<file path="config.mk">
export PLATFORM = sky130hd
export DESIGN_NAME = vtcp_queue
export DESIGN_NICKNAME = d
export VERILOG_FILES = /design/src/rtl/vtcp_pkg.sv /design/src/rtl/vtcp_queue.sv
export SDC_FILE = /design/constraint.sdc
export NUM_CORES = 1
export LEC_CHECK = 0
export BUFFER_PORTS_ARGS = -buffer_cell sky130_fd_sc_hd__buf_4
export CAP_MARGIN = 40
export CORE_AREA = 2 2 209 211
export DETAILED_ROUTE_END_ITERATION = 7
export DIE_AREA = 0 0 211 213
export PLACE_DENSITY = 0.71
export SYNTH_ARGS = -nofsm -noshare
export SYNTH_HDL_FRONTEND = slang
export SYNTH_SLANG_ARGS = --single-unit
export TNS_END_PERCENT = 5
</file>
<file path="constraint.sdc">
create_clock -name clk -period 17.88 [get_ports clk]
set_input_delay 3.576 -clock clk [delete_from_list [all_inputs] [get_ports clk]]
set_output_delay 3.576 -clock clk [all_outputs]
set_load 0.1 [all_outputs]
</file>
<file path="src/rtl/vtcp_pkg.sv">
// Types and constants of the vertex transform, cull and project core.
// Used by every module of the core but vtcp_ram; depends on nothing.
`default_nettype none
package vtcp_pkg;
  localparam int unsigned DATA_W        = 32;
  localparam int unsigned NCOEFF        = 41;
  localparam int unsigned COEFF_AW      = 6;
  localparam int unsigned FRAC_BITS_DEF = 16;
  localparam int unsigned QUEUE_DEPTH   = 2;

  localparam logic [1:0] OP_LOAD = 2'd0;
  localparam logic [1:0] OP_FACE = 2'd1;
  localparam logic [1:0] OP_VERT = 2'd2;

  localparam logic [COEFF_AW-1:0] MV_BASE   = 6'd0;
  localparam logic [COEFF_AW-1:0] PROJ_BASE = 6'd16;
  localparam logic [COEFF_AW-1:0] NRM_BASE  = 6'd32;

  typedef enum logic [1:0] {CLS_LOAD, CLS_FACE, CLS_VERT} item_cls_t;

  typedef struct packed {
    item_cls_t                  cls;
    logic [COEFF_AW-1:0]        idx;
    logic signed [DATA_W-1:0]   px;
    logic signed [DATA_W-1:0]   py;
    logic signed [DATA_W-1:0]   pz;
    logic signed [DATA_W-1:0]   nx;
    logic signed [DATA_W-1:0]   ny;
    logic signed [DATA_W-1:0]   nz;
    logic signed [DATA_W-1:0]   u;
    logic signed [DATA_W-1:0]   v;
  } item_t;

  typedef enum logic [3:0] {
    ST_IDLE, ST_FACE, ST_EYE, ST_DOT, ST_CULL, ST_CLIP, ST_DIV, ST_NRM, ST_OUT
  } seq_state_t;
endpackage
`default_nettype wire

</file>
<file path="src/rtl/vtcp_queue.sv">
// Short FIFO of classified items between the input side and the sequencer.
// Depends on vtcp_pkg.
`default_nettype none
module vtcp_queue #(
  parameter int unsigned DEPTH = vtcp_pkg::QUEUE_DEPTH
) (
  input  logic            clk,
  input  logic            rst,
  input  logic            push,
  input  vtcp_pkg::item_t push_item,
  output logic            full,
  input  logic            pop,
  output logic            valid,
  output vtcp_pkg::item_t head
);
  import vtcp_pkg::*;
  localparam int unsigned PW = (DEPTH > 1) ? $clog2(DEPTH) : 1;
  localparam int unsigned CW = $clog2(DEPTH + 1);

  item_t         slots [DEPTH];
  logic [PW-1:0] wr_ptr, rd_ptr;
  logic [CW-1:0] count;

  assign full  = count == CW'(DEPTH);
  assign valid = count != '0;
  assign head  = slots[rd_ptr];

  always_ff @(posedge clk) begin
    if (push) begin
      slots[wr_ptr] <= push_item;
    end
    if (rst) begin
      wr_ptr <= '0;
      rd_ptr <= '0;
      count  <= '0;
    end else begin
      if (push) begin
        wr_ptr <= (wr_ptr == PW'(DEPTH - 1)) ? '0 : wr_ptr + 1'b1;
      end
      if (pop) begin
        rd_ptr <= (rd_ptr == PW'(DEPTH - 1)) ? '0 : rd_ptr + 1'b1;
      end
      if (push && !pop) begin
        count <= count + 1'b1;
      end else if (pop && !push) begin
        count <= count - 1'b1;
      end
    end
  end
endmodule
`default_nettype wire

</file>
==> results of run 1 <==
-- path summary, 6_finish.rpt --
path | start | endpoint | slack [ps] | depth (start not counted)
setup / recovery | register | head[147] | 10610 | 5
hold / removal | rd_ptr | rd_ptr | 520 | 2
setup reg to reg | wr_ptr | slots[1][243] | 15360 | 5
hold reg to reg | rd_ptr | rd_ptr | 520 | 2
-- worst max-delay path: cells and delay by family (launching register included) --
kind | cells | cell delay (ps)
flops | 1 | 750
mux | 1 | 430
buf+inv | 4 | 1790
-- Yosys cell counts --
cell      instances  area (um^2)
edfxtp_1        528        15860
mux2_2          264         2973
clkbuf_8         23        316.6
buf_6             6        67.56
dfxtp_1           5        100.1
nor2_1            4        15.01
nor2b_1           2        12.51
xnor2_1           2        17.52
xor2_1            2        17.52
a21oi_1           1        5.000
and2_1            1        6.260
ha_1              1        12.51
inv_1             1        3.750
o21ai_0           1        5.000
or2_2             1        6.260
or3_1             1        6.260
-- metrics by stage --
stage	hold WS, ps	setup WS (ps)
floorplan	455.8	2021
global placement	475.3	10980
detailed placement	506.1	11180
CTS	524.6	10540
global route	591.6	10380
finish	515.9	10610
-- metal layers --
layer  track usage (%)  share of wire, %  vias up
met4             10.25               4.7        4
met1             20.03                35     4913
met3             5.751               8.1      114
met2             32.18                52      420
met5                 0             0.063        -
li1                  -                 -     4524
-- flip-flops by register name, indices dropped and copies added (netlist names), named ones only --
register  cells
rd_ptr        1
count         2
wr_ptr        1
slots       528
-- kinds of logic (layout without fill, tap and decap cells) --
family	count (synthesis)	count (layout)	share of synthesized area, %
compound gates	2	2	0.05149
xor+xnor	4	4	0.1804
fa+ha+maj	1	1	0.06442
buf+inv	30	649	1.997
flops	533	533	82.16
mux	264	264	15.31
other cells	0	1	0
simple gates	9	9	0.2384
-- cell type report --
cell class | instances | area share, %
Antenna cell | 1 | 0.009710
Clock buffer | 64 | 5.472
Clock inverter | 35 | 1.345
Inverter | 1 | 0.01457
Multi-Input combinational cell | 280 | 11.98
Sequential cell | 533 | 61.93
Tap cell | 546 | 2.651
Timing Repair Buffer | 549 | 16.60
-- report_power, final --
part,internal (mW),leakage (nW),switching (mW)
clock,0.662,0.864,0.440
sequential,1.46,5.00,0.0231
combinational,0.195,3.74,0.622
==> metrics.txt, run 1 <==
status finished clean; H-tree Lvls 2; fin crit share 40.67%; Leak Pwr 9.602 nW; crit end category output pin; Crit path required time 14300 ps; fill count 3074; Vias 9975; hold-fix buffers at CTS 0; first-iteration detailed-routing DRC count 552; Placed Cells 1909; register cell area after layout 15960 um^2; # resized after CTS 0; total congestion overflow 0; Slew headroom 20.86%; most used cell, CP buf_4; Die W 211 um; die area 44940 um^2; CTS tree done; number of global-route vias before repair 10.58k; Via density 4.965; crit path max-delay cell type buf_4; Finished Core Util 60.36%; DR DRC count 0; Routed Antenna Nets 0; Hold Path Class reg2reg; overall routing resource usage 18.45%; #FFs+latches synth 533; most common cell after layout, fill and taps aside buf_4; TritonCTS Sinks 533; row count 76; CP Launch Type register; RSZ-0062 raised after global routing no; commonest cells after routing, fill and taps aside 540 x buf_4, 528 x edfxtp_1, 264 x mux2_2; pwr dens 132.0 nW/um^2; peak supply drop 0.00009224 V; worst-path fanout max 72; I/O Buffers 533; Clock Root Buffer clkbuf_16; Final Hold Viols 0; Clock Path Buffers 3; WL/cell 21.45 um; final wirelength 43.09 mm; Slew Viols, Final 0; largest net degree at the start of global routing 164; Placer Congestion 0.8837; latest clock arrival within the worst-skew pair 570 ps; Placement Cell Area 24010 um^2; TritonCTS buffer count 53; fin nets 1687; Starting Density 45.48%; Detail Placement HPWL 30.18 mm; setup TNS 0 ps; WS Path Type reg2out; Slew @ Worst Pin 1187 ps; IO Pins 534; warnings from Yosys 0; multi-input combinational cell area 3087 um^2; first-pass GRT wire length 61.35 mm; Die Span Y 213 um; antenna violations before repair 3; Mapped Cells 843; CP cell instances buf_4 > buf_16 > buf_4 > mux2_2 > buf_4; Setup-failing EPs final 0; Clock Pin Slew Worst Setup and Hold Paths 60 ps; FMAX 137.5 MHz; layout cell share with drive strength beyond 1 60.94%; Max stage delay on crit path 760 ps; synthesized area per cell 23.04 um^2; Power Total 3.403 mW; Yosys cell types 16; sequential fraction of the synthesis area 82.16%; Core ar. 42700 um^2; syn_nets 1112; crit path DAT 3700 ps; Fin Clk Skew 20.15 ps; Final min period 7272 ps; Post-CTS Setup Bufs 0; Non-Filler Instances 2009; Area Growth Syn to Fin 32.70%; Synth Cell Area 19420 um^2; maxcap violations 0; Final Cell Area 25770 um^2; DRT Pass-1 Iters 7
(Power assumes the default switching activity.)
==> run 2: changes to the inputs <==
- clock period: 17.88 -> 7.2 ns (I/O delays scaled with it)
==> run 2 against run 1 <==
Combinational power up 150%. Global-route usage is 0.61 points lower. Utilization is 0.50 points lower. Via count is 0.60% lower.
==> metrics.txt, run 2 (synthesis results as in run 1) <==
Non-Filler Instances 1997 (was 2009); CP Launch Type register (unchanged); peak supply drop 0.0002726 V (was 0.00009224 V); biggest regs slots: 528 flops, count: 2 flops (unchanged); IO Pins 534 (unchanged); fin crit share 61.25%; Power Total 8.368 mW (was 3.403 mW); Slew Viols, Final 0 (unchanged); Slew headroom 11.94% (was 20.86%); DRT Pass-1 Iters 4 (was 7); Core ar. 42700 um^2 (unchanged); Hold Path Class reg2reg (unchanged); WHS 494.4 ps (was 515.9 ps); met3 GRT Util 6.780% (was 5.751%); largest net degree at the start of global routing 174 (was 164); WS Path Type reg2out (unchanged); crit end category output pin (unchanged); Max stage delay on crit path 700 ps (was 760 ps); multi-input combinational cell area 3087 um^2 (unchanged); Crit path required time 5760 ps (was 14300 ps); TritonCTS buffer count 54 (was 53); grt peak-use layer met2 (unchanged); Via density 4.965 (about the same); layout cell share with drive strength beyond 1 60.66% (was 60.94%); register with the most flip-flops slots (unchanged); fill count 3136 (was 3074); latest clock arrival within the worst-skew pair 580 ps (was 570 ps); H-tree Lvls 2 (unchanged); Setup-failing EPs final 0 (unchanged); Die W 211 um (unchanged); status finished clean (unchanged); Starting Density 45.48% (unchanged); Clock Path Buffers 3 (unchanged); met1 Track Usage GR 19.01% (was 20.03%); first-iteration detailed-routing DRC count 659 (was 552); Fin Clk Skew 10.33 ps (was 20.15 ps); Post-CTS Setup Bufs 0 (unchanged); Clock Pin Slew Worst Setup and Hold Paths 60 ps (about the same); max reg flops 528 (unchanged); most common cell after layout, fill and taps aside buf_4 (unchanged); worst-path fanout max 173 (was 72); final wirelength 42.33 mm (was 43.09 mm); Vias 9915 (was 9975); number of global-route vias before repair 10.45k (was 10.58k); register cell area after layout 15960 um^2 (unchanged); Slew @ Worst Pin 1321 ps (was 1187 ps); Placer Congestion 0.7658 (was 0.8837); Detail Placement HPWL 28.33 mm (was 30.18 mm); DR DRC count 0 (unchanged); Clock Root Buffer clkbuf_16 (unchanged); setup TNS 0 ps (unchanged); # resized after CTS 0 (unchanged); Final min period 4410 ps; FMAX 226.7 MHz; TritonCTS Sinks 533 (unchanged); commonest cells after routing, fill and taps aside 536 x buf_4, 528 x edfxtp_1, 264 x mux2_2 (was 540 x buf_4, 528 x edfxtp_1, 264 x mux2_2); Routed Antenna Nets 0 (unchanged); total congestion overflow 0 (unchanged); pwr dens 327.4 nW/um^2 (was 132.0 nW/um^2); Leak Pwr 9.487 nW (was 9.602 nW); Area Growth Syn to Fin 31.60% (was 32.70%); row count 76 (unchanged); antenna violations before repair 2 (was 3); Final Hold Viols 0 (unchanged); met2 usage 31.35% (was 32.18%); I/O Buffers 533 (unchanged); crit path DAT 2970 ps (was 3700 ps); hold-fix buffers at CTS 0 (unchanged); die area 44940 um^2 (unchanged); Die Span Y 213 um (unchanged); RSZ-0062 raised after global routing no (unchanged); crit path max-delay cell type dfxtp_4 (was buf_4); CP cell instances buf_12 > mux2_2 > buf_4 (was buf_4 > buf_16 > buf_4 > mux2_2 > buf_4); CTS tree done (unchanged); maxcap violations 0 (unchanged); overall routing resource usage 17.84% (was 18.45%); WL/cell 21.20 um (was 21.45 um); first-pass GRT wire length 59.85 mm (was 61.35 mm); Placed Cells 1901 (was 1909); fin nets 1680 (was 1687)
run 2: path summary, 6_finish.rpt:
kind | startpoint | depth (start not counted) | endpoint | slack, ps
worst max register to register | wr_ptr | 2 | slots[0][5] | 4990
worst max-delay path | register | 3 | head[235] | 2790
worst min register to register | count[1] | 2 | count[1] | 490
worst min-delay path | count[1] | 2 | count[1] | 490
run 2: report_power, final:
group	switching, mW	internal [mW]
registers	0.0477	3.63
logic	1.55	0.475
clock network	1.10	1.57
total	2.69	5.67
run 2: area by class of cell:
cell class / count / area share (%)
repair buffers: 541 / 16.20
diodes: 2 / 0.01958
flip-flops and latches: 533 / 62.45
well taps: 546 / 2.673
clock inverters: 25 / 0.9840
inverters: 1 / 0.01469
clock buffers: 69 / 5.591
multi-input cells: 280 / 12.08
run 2: critical path: cells and delay by family, from the launching register on:
| family | cells | cell delay [ps] |
|---|---|---|
| muxes | 1 | 440 |
| DFF | 1 | 700 |
| buffers and inverters | 2 | 750 |
run 2: metrics by stage:
step / util [%] / worst slack [ps] / area, um^2
after floorplan: - / -822.8 / 19430
after global placement: 55.78 / 3478 / 23820
after detailed placement: 55.91 / 3469 / 23870
after CTS: 59.85 / 2822 / 25550
after global routing: 59.85 / 2711 / 25550
final: 59.86 / 2790 / 25560
run 2: metal layers:
metal / up-vias / part of all wire (%) / routed length [um]
met5: - / 0.031 / 13
met4: 2 / 3.8 / 1604
met3: 93 / 9.4 / 3962
met2: 382 / 52 / 21990
met1: 4927 / 35 / 14750
li1: 4511 / - / -
==> run 3: changes to the inputs <==
- CORE_AREA: 2 2 209 211 -> unset
- CORE_MARGIN: unset -> 2
- CORE_UTILIZATION: unset -> 47
- DIE_AREA: 0 0 211 213 -> unset
- PLACE_DENSITY: 0.71 -> 0.76
- clock period: 7.2 -> 4 ns (I/O delays scaled with it)
==> run 3 against run 2 <==
Register-to-register slack worse by 2900 ps. Largest power group unchanged. Routed wire length up 2.8%. Critical endpoint is now head[167]. Critical path depth is the same. Sequential cell count unchanged.
==> metrics.txt, run 3 (synthesis results as in run 1) <==
status finished clean (unchanged); met2 usage 34.38% (was 31.35%); Clock Root Buffer clkbuf_16 (unchanged); grt peak-use layer met2 (unchanged); first-iteration detailed-routing DRC count 501 (was 659); Reg2Reg Capture Point slots[1][102] (was slots[0][5]); Setup-failing EPs final 0 (unchanged); Hold Path Class in2reg (was reg2reg); Clock Pin Slew Worst Setup and Hold Paths 60 ps (about the same); setup TNS 0 ps (unchanged); overall routing resource usage 19.73% (was 17.84%); Slew headroom 49.47% (was 11.94%); WP depth 3 (unchanged); worst-path fanout max 85 (was 173); peak supply drop 0.0003937 V (was 0.0002726 V); Placer Congestion 0.8103 (was 0.7658); maxcap violations 0 (unchanged); WL/cell 21.76 um (was 21.20 um); Clock Path Buffers 3 (unchanged); worst slack at placement 1348 ps (was 3469 ps); CTS tree done (unchanged); max reg flops 528 (unchanged); Core ar. 40830 um^2 (was 42700 um^2); worst r2r src wr_ptr (unchanged); register with the most flip-flops slots (unchanged); combinational share of power 25.0% (was 24.2%); Post-CTS Setup Bufs 0 (unchanged); I/O Buffers 533 (unchanged); hold-fix buffers at CTS 0 (unchanged); Finished Core Util 62.70% (was 59.86%); crit path max-delay cell type dfxtp_4 (unchanged); crit path DAT 2430 ps (was 2970 ps); cell family with most CP delay flip-flops (was buffers and inverters); Die Span Y 207.3 um (was 213 um); most common cell after layout, fill and taps aside buf_4 (unchanged); fill count 2828 (was 3136); H-tree Lvls 2 (unchanged); fin crit share 80.87%; Area Growth Syn to Fin 31.82% (was 31.60%); crit end category output pin (unchanged); Slew @ Worst Pin 758.0 ps (was 1321 ps); worst path bufs/invs 2 (unchanged); Leak Pwr 9.524 nW (was 9.487 nW); RSZ-0062 raised after global routing no (unchanged); Via density 5.032 (was 4.965); latest clock arrival within the worst-skew pair 580 ps (about the same); CP Launch Type register (unchanged); # resized after CTS 0 (unchanged); commonest cells after routing, fill and taps aside 550 x buf_4, 528 x edfxtp_1, 264 x mux2_2 (was 536 x buf_4, 528 x edfxtp_1, 264 x mux2_2); Max stage delay on crit path 670 ps (was 700 ps); Fin Clk Skew 23.51 ps (was 10.33 ps); Die W 207.3 um (was 211 um); FF-to-FF path depth 2 (unchanged); Crit path required time 3200 ps (was 5760 ps); Starting Density 47.56% (was 45.48%); Routed Antenna Nets 0 (unchanged); Seq pwr share 44.8% (was 43.9%); Worst Hold Depth 1 (was 2); DRT Pass-1 Iters 5 (was 4); IO Pins 534 (unchanged); WS Path Type reg2out (unchanged); DR DRC count 0 (unchanged); Power Total 14.77 mW (was 8.368 mW); Vias 10.06k (was 9915); Hold Path End slots[0][65] (was count[1]); TritonCTS buffer count 52 (was 54); FMAX 309.2 MHz; pwr dens 576.8 nW/um^2 (was 327.4 nW/um^2); total congestion overflow 0 (unchanged); layout cell share with drive strength beyond 1 60.74% (was 60.66%); Hold Path Origin push_item[65] (was count[1]); fin nets 1697 (was 1680); met3 GRT Util 5.809% (was 6.780%); Slew Viols, Final 0 (unchanged); Final min period 3235 ps; TritonCTS Sinks 533 (unchanged); die area 42960 um^2 (was 44940 um^2); Power Internal 9.921 mW (was 5.673 mW); Sw Share 32.81% (was 32.20%); Final Hold Viols 0 (unchanged); number of global-route vias before repair 10.90k (was 10.45k); clock share of power 30.2% (was 31.9%); worst setup margin 765.4 ps (was 2790 ps); first-pass GRT wire length 64.22 mm (was 59.85 mm); CP cell instances buf_12 > mux2_2 > buf_4 (unchanged); largest net degree at the start of global routing 86 (was 174); Detail Placement HPWL 30.22 mm (was 28.33 mm); r2r setup slk 2050 ps (was 4990 ps); row count 74 (was 76); antenna violations before repair 1 (was 2); biggest regs slots: 528 flops, count: 2 flops (unchanged); final wirelength 43.53 mm (was 42.33 mm); met1 Track Usage GR 22.05% (was 19.01%); Sw Pwr 4.845 mW (was 2.695 mW)
run 3: changes by cell type in the layout (fill, tap and decap cells not counted), moves of 2 or more:
cell        before  now
buf_12           3   10
buf_16           2    0
buf_4          536  550
bufinv_16        5    1
clkinv_1        10   17
clkinv_2         6    4
clkinvlp_4       1    3
inv_6            2    0
run 3: through the flow:
step,cell area (um^2),hold WS [ps],instances
after floorplan,19430,455.8,843
after global placement,24020,478.5,1905
after detailed placement,24040,510.6,1906
after global routing,25600,368.2,2000
final,25600,397.5,2000
after CTS,25600,351.1,1999
run 3: final cells by class:
| cell class | count | area [um^2] | share of cell area [%] |
|---|---|---|---|
| sequential | 533 | 15960 | 62.34 |
| tap | 532 | 665.6 | 2.600 |
| timing repair buffer | 560 | 4329 | 16.91 |
| multi-input combinational | 280 | 3087 | 12.06 |
| clock buffer | 67 | 1400 | 5.469 |
| inverter | 1 | 3.754 | 0.01466 |
| clock inverter | 26 | 152.6 | 0.5963 |
| antenna | 1 | 2.502 | 0.009775 |
run 3: worst max-delay path by stage:
stage                  start           to  slack [ps]
global placement    register    head[167]        1340
finish              register    head[167]         770
floorplan               push  slots[0][0]       -1180
CTS                 register    head[182]         710
global route        register    head[167]         640
detailed placement  register    head[182]        1350
run 3: power by group through the flow:
stage	Sequential, mW	Combinational [mW]	Clock (mW)
after floorplan	6.73	2.84	0
after global placement	6.71	3.67	0
after detailed placement	6.73	3.70	0
after CTS	6.62	3.71	4.57
after global routing	6.64	3.78	4.77
final	6.62	3.68	4.47
run 3: layer usage:
metal	routed length [um]	up-vias	share of wire, %
met5	0	-	0
met3	3294	105	7.6
li1	-	4543	-
met1	15830	5012	36
met2	22450	403	52
met4	1953	0	4.5
